[src/hdl/tas_pkg.sv]
// Shared types and constants for the turning-angle track segmenter.
// Used by the controller, the datapath, the multiplier and the top level.
package tas_pkg;

   localparam int COORD_WIDTH_DEF = 16;
   localparam int THR_W           = 16;
   localparam int DIGIT_W         = 16;

   localparam logic [THR_W-1:0] THR_RESET = 16'd57870;

   localparam logic [1:0] SEEN_NONE = 2'd0;
   localparam logic [1:0] SEEN_ONE  = 2'd1;
   localparam logic [1:0] SEEN_MANY = 2'd2;

   // multiplier digits needed for a squared-length operand
   function automatic int tas_digits(input int coord_width);
      return (2 * coord_width + 2 + DIGIT_W - 1) / DIGIT_W;
   endfunction

   typedef enum logic [3:0] {
      ST_IDLE,
      ST_DISPATCH,
      ST_DIFF,
      ST_LOAD,
      ST_RUN,
      ST_STORE,
      ST_DECIDE,
      ST_EMIT_FIRST,
      ST_EMIT_MID,
      ST_FINISH,
      ST_EMIT_FINAL
   } tas_state_type;

   typedef enum logic [3:0] {
      OP_D1XX,
      OP_D1YY,
      OP_D2XX,
      OP_D2YY,
      OP_DOTX,
      OP_DOTY,
      OP_DOTSQ,
      OP_THRL1,
      OP_RHS
   } tas_op_type;

   localparam tas_op_type OP_LAST = OP_RHS;

   typedef enum logic [1:0] {
      OSEL_FIRST,
      OSEL_MID,
      OSEL_FINAL
   } tas_osel_type;

   typedef struct packed {
      logic         capture;
      logic         diff_load;
      logic         mul_load;
      logic         mul_step;
      logic         store;
      tas_op_type   op;
      logic         out_load;
      tas_osel_type osel;
      logic         shift;
   } tas_cmd_type;

   typedef struct packed {
      logic eot;
      logic turn;
   } tas_sts_type;

endpackage

[src/hdl/tas_mul.sv]
// Digit-serial unsigned multiplier, one 16-bit digit of b per step, MSB first.
// Depends on tas_pkg for the digit width.
module tas_mul #(
   parameter int A_WIDTH = 50,
   parameter int B_WIDTH = 48
) (
   input  logic                       clock,
   input  logic                       load,
   input  logic                       step,
   input  logic [A_WIDTH-1:0]         a_op,
   input  logic [B_WIDTH-1:0]         b_op,
   output logic [A_WIDTH+B_WIDTH-1:0] product
);
   import tas_pkg::*;

   localparam int PW = A_WIDTH + B_WIDTH;

   logic [A_WIDTH-1:0]         a_ff;
   logic [B_WIDTH-1:0]         b_ff, b_in;
   logic [PW-1:0]              acc_ff, acc_in;
   logic [DIGIT_W-1:0]         digit;
   logic [A_WIDTH+DIGIT_W-1:0] pp;

   assign digit  = b_ff[B_WIDTH-1 -: DIGIT_W];
   assign pp     = a_ff * digit;
   assign acc_in = (acc_ff << DIGIT_W) + PW'(pp);
   assign b_in   = b_ff << DIGIT_W;

   always_ff @(posedge clock) begin
      if (load) begin
         a_ff   <= a_op;
         b_ff   <= b_op;
         acc_ff <= '0;
      end else if (step) begin
         b_ff   <= b_in;
         acc_ff <= acc_in;
      end
   end

   assign product = acc_ff;

endmodule

[src/hdl/tas_dp.sv]
// Datapath: point history, direction magnitudes, length/dot products, turn test
// and the result register. Depends on tas_pkg and tas_mul.
module tas_dp #(
   parameter int COORD_WIDTH = tas_pkg::COORD_WIDTH_DEF
) (
   input  logic                             clock,
   input  logic                             reset,
   input  logic signed [COORD_WIDTH-1:0]    req_point_x,
   input  logic signed [COORD_WIDTH-1:0]    req_point_y,
   input  logic                             req_end_of_track,
   input  logic                             csr_valid,
   input  logic [tas_pkg::THR_W-1:0]        csr_cos_sq_threshold,
   input  tas_pkg::tas_cmd_type             cmd,
   output tas_pkg::tas_sts_type             sts,
   output logic signed [COORD_WIDTH-1:0]    rsp_kept_x,
   output logic signed [COORD_WIDTH-1:0]    rsp_kept_y,
   output logic                             rsp_track_final,
   output logic                             rsp_run_last
);
   import tas_pkg::*;

   localparam int W    = COORD_WIDTH;
   localparam int DW   = W + 1;
   localparam int LW   = 2 * W + 2;
   localparam int SDW  = 2 * W + 3;
   localparam int NDIG = tas_digits(COORD_WIDTH);
   localparam int AW   = LW + THR_W;
   localparam int BW   = NDIG * DIGIT_W;
   localparam int PW   = AW + BW;
   localparam int CW   = 2 * LW + THR_W;

   function automatic logic [DW-1:0] mag_of(input logic signed [DW-1:0] d);
      logic signed [DW-1:0] n;
      n = -d;
      return d[DW-1] ? n : d;
   endfunction

   logic signed [W-1:0]   older_x_ff, older_y_ff, mid_x_ff, mid_y_ff, new_x_ff, new_y_ff;
   logic                  eot_ff;
   logic [THR_W-1:0]      thr_ff;
   logic [DW-1:0]         m1x_ff, m1y_ff, m2x_ff, m2y_ff;
   logic                  n1x_ff, n1y_ff, n2x_ff, n2y_ff;
   logic [LW-1:0]         l1_ff, l1_in, l2_ff, l2_in;
   logic signed [SDW-1:0] dot_ff, dot_in;
   logic [2*LW-1:0]       dsq_ff, dsq_in;
   logic [AW-1:0]         tl_ff, tl_in;
   logic [CW-1:0]         rhs_ff, rhs_in;

   logic signed [DW-1:0]  d1x, d1y, d2x, d2y;
   logic signed [SDW-1:0] pv, pv_signed, dot_abs;
   logic [LW-1:0]         dmag;
   logic [AW-1:0]         a_sel;
   logic [BW-1:0]         b_sel;
   logic [PW-1:0]         prod;
   logic [CW-1:0]         lhs;
   logic                  len_nz, dot_le0;

   // directions: d1 = middle - older, d2 = new - middle
   assign d1x = $signed({mid_x_ff[W-1], mid_x_ff}) - $signed({older_x_ff[W-1], older_x_ff});
   assign d1y = $signed({mid_y_ff[W-1], mid_y_ff}) - $signed({older_y_ff[W-1], older_y_ff});
   assign d2x = $signed({new_x_ff[W-1], new_x_ff}) - $signed({mid_x_ff[W-1], mid_x_ff});
   assign d2y = $signed({new_y_ff[W-1], new_y_ff}) - $signed({mid_y_ff[W-1], mid_y_ff});

   assign dot_abs = dot_ff[SDW-1] ? -dot_ff : dot_ff;
   assign dmag    = dot_abs[LW-1:0];

   always_ff @(posedge clock) begin
      if (reset) begin
         thr_ff <= THR_RESET;
      end else if (csr_valid) begin
         thr_ff <= csr_cos_sq_threshold;
      end
   end

   always_ff @(posedge clock) begin
      if (cmd.capture) begin
         new_x_ff <= req_point_x;
         new_y_ff <= req_point_y;
         eot_ff   <= req_end_of_track;
      end
      if (cmd.shift) begin
         older_x_ff <= mid_x_ff;
         older_y_ff <= mid_y_ff;
         mid_x_ff   <= new_x_ff;
         mid_y_ff   <= new_y_ff;
      end
      if (cmd.diff_load) begin
         m1x_ff <= mag_of(d1x);
         m1y_ff <= mag_of(d1y);
         m2x_ff <= mag_of(d2x);
         m2y_ff <= mag_of(d2y);
         n1x_ff <= d1x[DW-1];
         n1y_ff <= d1y[DW-1];
         n2x_ff <= d2x[DW-1];
         n2y_ff <= d2y[DW-1];
      end
   end

   // operand selection for the shared multiplier
   always_comb begin
      a_sel = '0;
      b_sel = '0;
      unique case (cmd.op)
         OP_D1XX: begin
            a_sel = AW'(m1x_ff);
            b_sel = BW'(m1x_ff);
         end
         OP_D1YY: begin
            a_sel = AW'(m1y_ff);
            b_sel = BW'(m1y_ff);
         end
         OP_D2XX: begin
            a_sel = AW'(m2x_ff);
            b_sel = BW'(m2x_ff);
         end
         OP_D2YY: begin
            a_sel = AW'(m2y_ff);
            b_sel = BW'(m2y_ff);
         end
         OP_DOTX: begin
            a_sel = AW'(m1x_ff);
            b_sel = BW'(m2x_ff);
         end
         OP_DOTY: begin
            a_sel = AW'(m1y_ff);
            b_sel = BW'(m2y_ff);
         end
         OP_DOTSQ: begin
            a_sel = AW'(dmag);
            b_sel = BW'(dmag);
         end
         OP_THRL1: begin
            a_sel = AW'(l1_ff);
            b_sel = BW'(thr_ff);
         end
         OP_RHS: begin
            a_sel = tl_ff;
            b_sel = BW'(l2_ff);
         end
         default: begin
            a_sel = '0;
            b_sel = '0;
         end
      endcase
   end

   tas_mul #(
      .A_WIDTH (AW),
      .B_WIDTH (BW)
   ) u_mul (
      .clock   (clock),
      .load    (cmd.mul_load),
      .step    (cmd.mul_step),
      .a_op    (a_sel),
      .b_op    (b_sel),
      .product (prod)
   );

   // component product of the dot, before the sign of the two factors is applied
   assign pv = $signed(prod[SDW-1:0]);

   always_comb begin
      l1_in     = l1_ff;
      l2_in     = l2_ff;
      dot_in    = dot_ff;
      dsq_in    = dsq_ff;
      tl_in     = tl_ff;
      rhs_in    = rhs_ff;
      pv_signed = ((cmd.op == OP_DOTX) ? (n1x_ff ^ n2x_ff) : (n1y_ff ^ n2y_ff)) ? -pv : pv;
      unique case (cmd.op)
         OP_D1XX:  l1_in  = prod[LW-1:0];
         OP_D1YY:  l1_in  = l1_ff + prod[LW-1:0];
         OP_D2XX:  l2_in  = prod[LW-1:0];
         OP_D2YY:  l2_in  = l2_ff + prod[LW-1:0];
         OP_DOTX:  dot_in = pv_signed;
         OP_DOTY:  dot_in = dot_ff + pv_signed;
         OP_DOTSQ: dsq_in = prod[2*LW-1:0];
         OP_THRL1: tl_in  = prod[AW-1:0];
         OP_RHS:   rhs_in = prod[CW-1:0];
         default:  rhs_in = rhs_ff;
      endcase
   end

   always_ff @(posedge clock) begin
      if (cmd.store) begin
         l1_ff  <= l1_in;
         l2_ff  <= l2_in;
         dot_ff <= dot_in;
         dsq_ff <= dsq_in;
         tl_ff  <= tl_in;
         rhs_ff <= rhs_in;
      end
   end

   // a zero-length direction never gives a turn
   assign len_nz   = (l1_ff != '0) && (l2_ff != '0);
   assign dot_le0  = dot_ff[SDW-1] || (dot_ff == '0);
   assign lhs      = {dsq_ff, THR_W'(0)};
   assign sts.turn = len_nz && (dot_le0 || (lhs <= rhs_ff));
   assign sts.eot  = eot_ff;

   always_ff @(posedge clock) begin
      if (cmd.out_load) begin
         unique case (cmd.osel)
            OSEL_FIRST: begin
               rsp_kept_x      <= new_x_ff;
               rsp_kept_y      <= new_y_ff;
               rsp_track_final <= 1'b0;
               rsp_run_last    <= !eot_ff;
            end
            OSEL_MID: begin
               rsp_kept_x      <= mid_x_ff;
               rsp_kept_y      <= mid_y_ff;
               rsp_track_final <= 1'b0;
               rsp_run_last    <= !eot_ff;
            end
            OSEL_FINAL: begin
               rsp_kept_x      <= new_x_ff;
               rsp_kept_y      <= new_y_ff;
               rsp_track_final <= 1'b1;
               rsp_run_last    <= 1'b1;
            end
            default: begin
               rsp_kept_x      <= new_x_ff;
               rsp_kept_y      <= new_y_ff;
               rsp_track_final <= 1'b1;
               rsp_run_last    <= 1'b1;
            end
         endcase
      end
   end

endmodule

[src/hdl/tas_ctrl.sv]
// Controller: request/response handshakes, point count and the sequence of
// multiplier operations for the turn test. Depends on tas_pkg.
module tas_ctrl #(
   parameter int COORD_WIDTH = tas_pkg::COORD_WIDTH_DEF
) (
   input  logic                 clock,
   input  logic                 reset,
   input  logic                 req_valid,
   output logic                 req_ready,
   output logic                 rsp_valid,
   input  logic                 rsp_ready,
   input  tas_pkg::tas_sts_type sts,
   output tas_pkg::tas_cmd_type cmd
);
   import tas_pkg::*;

   localparam int NDIG = tas_digits(COORD_WIDTH);
   localparam int DGW  = $clog2(NDIG);

   tas_state_type  state_ff, state_in;
   tas_op_type     op_ff, op_in;
   logic [DGW-1:0] dig_ff, dig_in;
   logic [1:0]     seen_ff, seen_in;

   always_ff @(posedge clock) begin
      if (reset) begin
         state_ff <= ST_IDLE;
         op_ff    <= OP_D1XX;
         dig_ff   <= '0;
         seen_ff  <= SEEN_NONE;
      end else begin
         state_ff <= state_in;
         op_ff    <= op_in;
         dig_ff   <= dig_in;
         seen_ff  <= seen_in;
      end
   end

   always_comb begin
      state_in = state_ff;
      op_in    = op_ff;
      dig_in   = dig_ff;
      seen_in  = seen_ff;
      unique case (state_ff)
         ST_IDLE: begin
            if (req_valid) state_in = ST_DISPATCH;
         end
         ST_DISPATCH: begin
            if (seen_ff == SEEN_NONE) begin
               state_in = ST_EMIT_FIRST;
            end else if (seen_ff == SEEN_ONE) begin
               state_in = ST_FINISH;
            end else begin
               state_in = ST_DIFF;
            end
         end
         ST_DIFF: begin
            op_in    = OP_D1XX;
            state_in = ST_LOAD;
         end
         ST_LOAD: begin
            dig_in   = '0;
            state_in = ST_RUN;
         end
         ST_RUN: begin
            if (dig_ff == DGW'(NDIG - 1)) begin
               state_in = ST_STORE;
            end else begin
               dig_in = dig_ff + 1'b1;
            end
         end
         ST_STORE: begin
            if (op_ff == OP_LAST) begin
               state_in = ST_DECIDE;
            end else begin
               op_in    = tas_op_type'(op_ff + 4'd1);
               state_in = ST_LOAD;
            end
         end
         ST_DECIDE: begin
            state_in = sts.turn ? ST_EMIT_MID : ST_FINISH;
         end
         ST_EMIT_FIRST, ST_EMIT_MID: begin
            if (rsp_ready) state_in = ST_FINISH;
         end
         ST_FINISH: begin
            if (sts.eot) begin
               seen_in  = SEEN_NONE;
               state_in = ST_EMIT_FINAL;
            end else begin
               seen_in  = (seen_ff == SEEN_NONE) ? SEEN_ONE : SEEN_MANY;
               state_in = ST_IDLE;
            end
         end
         ST_EMIT_FINAL: begin
            if (rsp_ready) state_in = ST_IDLE;
         end
         default: state_in = ST_IDLE;
      endcase
   end

   always_comb begin
      cmd       = '0;
      cmd.op    = op_ff;
      cmd.osel  = OSEL_FIRST;
      req_ready = 1'b0;
      rsp_valid = 1'b0;
      unique case (state_ff)
         ST_IDLE: begin
            req_ready   = 1'b1;
            cmd.capture = req_valid;
         end
         ST_DISPATCH: begin
            cmd.out_load = (seen_ff == SEEN_NONE);
            cmd.osel     = OSEL_FIRST;
         end
         ST_DIFF:  cmd.diff_load = 1'b1;
         ST_LOAD:  cmd.mul_load  = 1'b1;
         ST_RUN:   cmd.mul_step  = 1'b1;
         ST_STORE: cmd.store     = 1'b1;
         ST_DECIDE: begin
            cmd.out_load = sts.turn;
            cmd.osel     = OSEL_MID;
         end
         ST_EMIT_FIRST, ST_EMIT_MID, ST_EMIT_FINAL: begin
            rsp_valid = 1'b1;
         end
         ST_FINISH: begin
            // a closing point goes out; otherwise advance the point history
            cmd.out_load = sts.eot;
            cmd.osel     = OSEL_FINAL;
            cmd.shift    = !sts.eot;
         end
         default: begin
            req_ready = 1'b0;
         end
      endcase
   end

   a_no_overlap: assert property (@(posedge clock) disable iff (reset)
      !(req_ready && rsp_valid))
      else $error("request taken while a response is pending");

   a_accept_dispatch: assert property (@(posedge clock) disable iff (reset)
      (req_valid && req_ready) |=> (state_ff == ST_DISPATCH))
      else $error("accepted request not dispatched");

   a_seen_range: assert property (@(posedge clock) disable iff (reset)
      (seen_ff == SEEN_NONE) || (seen_ff == SEEN_ONE) || (seen_ff == SEEN_MANY))
      else $error("point count out of range");

   a_digit_range: assert property (@(posedge clock) disable iff (reset)
      (state_ff == ST_RUN) |-> (dig_ff <= DGW'(NDIG - 1)))
      else $error("multiplier digit count overrun");

   a_mid_on_turn: assert property (@(posedge clock) disable iff (reset)
      (state_ff == ST_DECIDE) |=> ((state_ff == ST_EMIT_MID) == $past(sts.turn)))
      else $error("middle point emitted without a turn");

endmodule

[src/hdl/turning_angle_track_segmenter_top.sv]
// Sequence: the first point of a track is loaded for a response; the second only advances
// the point history; with two points held, the nine products of the turn test each run
// through D = ceil((2*COORD_WIDTH+2)/16) multiplier digits before the turn decision.
// Throughput: one request at a time; the nine products of the turn test share one
// digit-serial multiplier, which sets the rate. Each response waits for rsp_ready.
// Reset: synchronous, active high; clears the point count and restores the threshold.
module turning_angle_track_segmenter_top #(
   parameter int COORD_WIDTH = tas_pkg::COORD_WIDTH_DEF
) (
   input  logic                          clock,
   input  logic                          reset,
   input  logic                          req_valid,
   output logic                          req_ready,
   input  logic signed [COORD_WIDTH-1:0] req_point_x,
   input  logic signed [COORD_WIDTH-1:0] req_point_y,
   input  logic                          req_end_of_track,
   output logic                          rsp_valid,
   input  logic                          rsp_ready,
   output logic signed [COORD_WIDTH-1:0] rsp_kept_x,
   output logic signed [COORD_WIDTH-1:0] rsp_kept_y,
   output logic                          rsp_track_final,
   output logic                          rsp_run_last,
   input  logic                          csr_valid,
   output logic                          csr_ready,
   input  logic [tas_pkg::THR_W-1:0]     csr_cos_sq_threshold
);
   import tas_pkg::*;

   tas_cmd_type cmd;
   tas_sts_type sts;

   // threshold register takes a write in any cycle
   assign csr_ready = 1'b1;

   tas_ctrl #(
      .COORD_WIDTH (COORD_WIDTH)
   ) u_ctrl (
      .clock     (clock),
      .reset     (reset),
      .req_valid (req_valid),
      .req_ready (req_ready),
      .rsp_valid (rsp_valid),
      .rsp_ready (rsp_ready),
      .sts       (sts),
      .cmd       (cmd)
   );

   tas_dp #(
      .COORD_WIDTH (COORD_WIDTH)
   ) u_dp (
      .clock                (clock),
      .reset                (reset),
      .req_point_x          (req_point_x),
      .req_point_y          (req_point_y),
      .req_end_of_track     (req_end_of_track),
      .csr_valid            (csr_valid),
      .csr_cos_sq_threshold (csr_cos_sq_threshold),
      .cmd                  (cmd),
      .sts                  (sts),
      .rsp_kept_x           (rsp_kept_x),
      .rsp_kept_y           (rsp_kept_y),
      .rsp_track_final      (rsp_track_final),
      .rsp_run_last         (rsp_run_last)
   );

endmodule
[config.mk]
export PLATFORM = sky130hd
export DESIGN_NAME = turning_angle_track_segmenter_top
export DESIGN_NICKNAME = d
export VERILOG_FILES = /design/src/hdl/tas_pkg.sv /design/src/hdl/tas_mul.sv /design/src/hdl/tas_dp.sv /design/src/hdl/tas_ctrl.sv /design/src/hdl/turning_angle_track_segmenter_top.sv
export SDC_FILE = /design/constraint.sdc
export NUM_CORES = 2
export LEC_CHECK = 0
export BUFFER_PORTS_ARGS = -buffer_cell sky130_fd_sc_hd__buf_2
export CAP_MARGIN = 10
export CORE_MARGIN = 2
export CORE_UTILIZATION = 35
export DETAILED_ROUTE_END_ITERATION = 8
export GPL_TIMING_DRIVEN = 0
export PLACE_DENSITY = 0.51
export SYNTH_ARGS = -nofsm -noshare
export SYNTH_HDL_FRONTEND = slang
export SYNTH_SLANG_ARGS = --single-unit
export TNS_END_PERCENT = 1
[constraint.sdc]
create_clock -name clock -period 6.3 [get_ports clock]
set_clock_uncertainty 0.2 [all_clocks]
set_input_delay 0 -clock clock [delete_from_list [all_inputs] [get_ports clock]]
set_output_delay 0 -clock clock [all_outputs]
set_load 0.01 [all_outputs]
**Word level (Yosys, flattened, before mapping)**

Index checks and enable logic that the tools add are counted.

- Add/subtract/negate cells: 16
- Multipliers: 1
- Order comparisons: 1
- Equal/unequal tests: 27
- Muxes and demuxes: 42
- Bitwise operators: 2
- Reduce and logical (&&, ||, !) cells: 34

Operators by type and width:

| cell | count |
|---|---|
| case mux 50 bit (7 select lines) | 1 |
| case mux 34 bit (7 select lines) | 1 |
| case mux 34 bit (2 select lines) | 2 |
| two-way mux 16 bit | 6 |
| two-way mux 48 bit | 2 |
| adder 84 x 66 -> 84 bit | 1 |
| less-or-equal comparator 84 bit | 1 |
| case mux 35 bit (2 select lines) | 1 |
| adder 34 bit | 2 |
| negator 17 bit | 4 |
| nonzero test 34 bit | 2 |
| subtractor 16 x 16 -> 17 bit | 4 |
| multiplier 50 x 16 -> 66 bit | 1 |
| case mux 4 bit (10 select lines) | 1 |
| adder 35 bit | 1 |
| zero test 35 bit | 1 |
| two-way mux 35 bit | 1 |
| negator 35 bit | 1 |
| two-way mux 34 bit | 1 |
| negator 34 bit | 1 |
| equality test 4 x 3 -> 1 bit, second input constant | 8 |
| two-way mux 4 bit | 8 |
| equality test 4 x 2 -> 1 bit, second input constant | 4 |
| equality test 4 bit, second input constant | 4 |
| other kinds (24) | 64 |

- Bits in registers: 718
- Input port bits: 54
- Output and inout port bits: 37
- Word-level logic and storage cells: 160

**Depth between registers and ports, before layout**

- Depth in word-level cells: 8
- Depth in mapped cells: 26

**Cells and area by module**

A second synthesis with hierarchy kept.

- Cells, all modules: 6,940
- Area, all modules: 67,109.4 um^2

Modules (own cells, without submodules):

| module | times used | cells an instance | area an instance (um^2) | sequential area each (um^2) |
|---|---|---|---|---|
| tas_mul | 1 | 3,812 | 34,438.0 | 4,904.7 |
| tas_dp | 1 | 3,015 | 31,788.0 | 15,574.9 |
| tas_ctrl | 1 | 111 | 872.1 | 240.2 |
| turning_angle_track_segmenter_top | 1 | 2 | 11.3 | 0.0 |

**Worst setup path before layout**

No wires, ideal clock.

- Kind: register to register
- Start point: register u_dp.u_mul.b_ff[39]
- End point: register u_dp.u_mul.acc_ff[83], in the netlist u_dp.u_mul.product[83]
- Arrival time: 6.711 ns
- Setup slack: -0.685 ns
- Stages on the path, launching flop included: 27
- Path buffers: 3
- Cell sequence: edfxtp_1 clkbuf_1 clkbuf_1 nand2_1 fa_1 inv_1 fa_1 inv_1 fa_1 inv_1 fa_1 fa_1 inv_1 fa_1 inv_1 ha_1 clkbuf_1 and4_1 nor4b_1 nand4_1 a31oi_1 o21ai_0 a2111oi_0 o31a_2 nand2_1 or3_1 a31oi_1

- Cells in the longest elaborated chain, start to end: 2

RTL lines:

| item | line | source |
|---|---|---|
| start: declaration | tas_mul.sv:19 | `logic [B_WIDTH-1:0] b_ff, b_in;` |
| start signal: assignment | tas_mul.sv:32 | `b_ff <= b_op;` |
| start signal: assignment | tas_mul.sv:35 | `b_ff <= b_in;` |
| multiplier 50 x 16 -> 66 bit | tas_mul.sv:25 | `assign pp = a_ff * digit;` |
| adder 84 x 66 -> 84 bit | tas_mul.sv:26 | `assign acc_in = (acc_ff << DIGIT_W) + PW'(pp);` |
| end signal: assignment | tas_mul.sv:36 | `acc_ff <= acc_in;` |
| end: declaration | tas_mul.sv:20 | `logic [PW-1:0] acc_ff, acc_in;` |

Every way passes these cells.
A chain may end at the register's enable or synchronous reset.

**Worst setup path in the final report**

- Start point: register u_dp.u_mul.acc_ff[9], in the netlist u_dp.u_mul.product[9]
- End point: register u_dp.u_mul.acc_ff[62], in the netlist u_dp.u_mul.product[62]

- Cells in the longest elaborated chain, start to end: 1

RTL lines:

| item | line |
|---|---|
| adder 84 x 66 -> 84 bit | tas_mul.sv:26 |

Every way passes these cells.

==> results.cfg <==
[route]
viasPerCell = 5.30
routedWlPerCell_um = 24.8
drt_iter0_drc = 4396
drcViolationCount = 0
dr.pass1.iters = 8
wl_um = 241000
vias = 51500
detail-route-antenna-nets = 0

[final_layout]
num-fill-cells = 18400
fin_nets = 8355
layout.cells.non_filler = 9726
areaGrowthSynthToFinish_pct = 16.2
final_layout_size_suffix_gt1_frac = 0.0973

[synthesis]
synth-seq-area-share = 0.311
synthDominantAreaCellType = edfxtp_1
postSynthAreaPerCell_um2 = 9.69
post-synth-top-count-cell = inv_1
netlist_top_cells_count = inv_1 (1087), nand2_1 (882), fa_1 (727)
synth_area_leaders = edfxtp_1 (28%), fa_1 (22%), ha_1 (7.6%)
synth_cell_types = 92
syn-num-nets = 7953
synth-seq-cells = 718
synthCells = 6775
netlist_area_mm2 = 0.0656
synth_edf_count = 606
synth_top_area_share = 0.277
yosys_warnings = 0
synthArstFlopShare = 0
synthFlopType = edfxtp_1

[floorplan]
start_util = 0.353
fp.dieH_um = 437
dieArea_mm2 = 0.191
io_pins = 91
core-area_mm2 = 0.186
row_count = 158
die_w_um = 437

[worst_setup_path]
crit_path_end = u_dp.u_mul.product[62]
crit_type = flop to flop
end_kind = flop
worst-r2r-setup-slack_ns = -1.09
startpoint = u_dp.u_mul.product[9]
worstReg2RegStart = u_dp.u_mul.product[9]
crit_required_ns = 6.65
worst_ep_arrival_time_ns = 7.73
cp-start-kind = flop
r2r-end = u_dp.u_mul.product[62]
cp_max_fo = 8
rr_worst_depth = 23

[clocking]
cts_buffers = 84
clk_latency_ns = 0.71
clock-sinks = 718
clockBufferDepth = 3
htreeDepth = 3
clk_pin_slew_ns = 0.06
root_buffer = clkbuf_16
cts_tree = built

[timing]
max_slew_margin = 0.0985
hold_viol = 0
max_freq_mhz = 135
slew_violations = 0
rsz0062_at_grt = true
tightest_slew_ns = 1.34
period_minus_slack_ns = 7.39
fin_ws_ns = -1.09
fin_crit_sh = 1.17
setup_viol = 61

[global_route]
overflow = 0
grt_pass1_wl_um = 353000
grt_use_total = 0.251
grt_pass1_vias = 52400
grt_antenna_before_repair = 10
grt_max_degree = 51

[placement]
dp_hpwl_um = 192000
dp.cells = 9366
io_buffers = 88
place_congestion = 0.969

[worst_hold_path]
min_path_type = input port to flop

[run]
drv_cap = 0

[status]
violations = negative setup slack
outcome = finished, violations left
[cell type report]
class | count | area, µm² | share of cell area
inverters | 1090 | 4090 | 0.0537
clock inverters | 41 | 334 | 0.00438
clock buffers | 113 | 2360 | 0.0309
flip-flops and latches | 718 | 20400 | 0.268
plain buffers | 283 | 1710 | 0.0224
repair buffers | 333 | 3060 | 0.0401
well taps | 2480 | 3100 | 0.0407
multi-input cells | 4667 | 41100 | 0.540
diodes | 1 | 2.50 | 0.0000328
[repair_timing]
item | CTS | global route
setup endpoints to repair | 76 | 78
buffers inserted | 71 | 30
gates cloned | 1 | 0
hold endpoints to repair | 91 | 0
hold buffers | 120 | 0
pin swaps | 55 | 86
gates resized for setup | 316 | 212
[layout by cell type (no fill, tap or decap), types with 183 or more instances in the layout]
cell	n
nand2_1	876
fa_1	707
nor2_1	245
o21ai_0	271
and2_1	370
xnor2_1	183
a21oi_1	319
inv_1	1070
edfxtp_1	606
ha_1	366
[worst min path at each step]
stage                     depth (start not counted)                end             start  slack (ns)
final                                             3        u_dp.eot_ff         req_valid        0.11
after CTS                                         3        u_dp.eot_ff         req_valid        0.06
after global placement                            1  u_dp.new_x_ff[10]   req_point_x[10]       -0.02
after detailed placement                          1  u_dp.new_x_ff[10]   req_point_x[10]       -0.02
after global routing                              3        u_dp.eot_ff         req_valid        0.11
after floorplan                                   0        u_dp.eot_ff  req_end_of_track       -0.10
[through the flow]
stage | instance area, µm² | TNS [ns] | setup WS, ns | hold slack (ns) | utilization
after floorplan | 65800 | -3.24 | -0.315 | -0.101 | -
after CTS | 75500 | -38.04 | -1.08 | 0.0607 | 0.406
after detailed placement | 69800 | -133.75 | -2.86 | -0.0219 | 0.376
after global placement | 69300 | -371.52 | -2.81 | -0.0232 | 0.373
final | 76200 | -39.31 | -1.09 | 0.109 | 0.410
after global routing | 76200 | -48.09 | -1.16 | 0.109 | 0.410
[kinds of logic (layout without fill, tap and decap cells)]
| family | after synthesis | after routing | synth area share |
|---|---|---|---|
| AND/OR/NAND/NOR | 1957 | 1957 | 0.143 |
| buffers and inverters | 1390 | 1860 | 0.0796 |
| AO/OA/AOI/OAI | 1264 | 1264 | 0.125 |
| adder cells (fa/ha/maj) | 1124 | 1124 | 0.297 |
| flip-flops | 718 | 718 | 0.311 |
| XOR/XNOR | 302 | 302 | 0.0406 |
| multiplexers | 19 | 19 | 0.00301 |
| other | 1 | 2 | 0.0000571 |
[metal layers]
layer  track usage  wire (µm)
met2         0.405     111000
met1         0.332     102000
met4         0.117      13300
met3        0.0367      15200
met5             0         32
[registers in the layout, summed over array words and instances (netlist names), 34 cells and up]
name / flops
u_dp.l1_ff: 34
u_dp.dot_ff: 35
u_dp.u_mul.a_ff: 50
u_dp.dsq_ff: 68
u_dp.l2_ff: 34
u_dp.u_mul.product: 84
u_dp.u_mul.b_ff: 48
u_dp.rhs_ff: 84
u_dp.tl_ff: 50
[worst max-delay path, cell delays in order, from the launching register on]
cell	delay (ns)
dfxtp_1	1.03
clkbuf_2	0.63
inv_1	0.24
fa_1	0.59
inv_1	0.06
fa_1	0.48
fa_1	0.57
inv_1	0.05
fa_1	0.48
inv_1	0.07
ha_4	0.35
nand3_4	0.11
nor4_4	0.33
buf_4	0.18
a41oi_4	0.22
a211o_4	0.41
a211oi_4	0.21
buf_6	0.16
buf_4	0.11
buf_6	0.10
nor3_2	0.05
o21bai_2	0.24
mux2i_1	0.22
a21oi_1	0.08
Power is not shown: default switching activity piles up to over one toggle a cycle in this logic, so the estimate is an artifact.
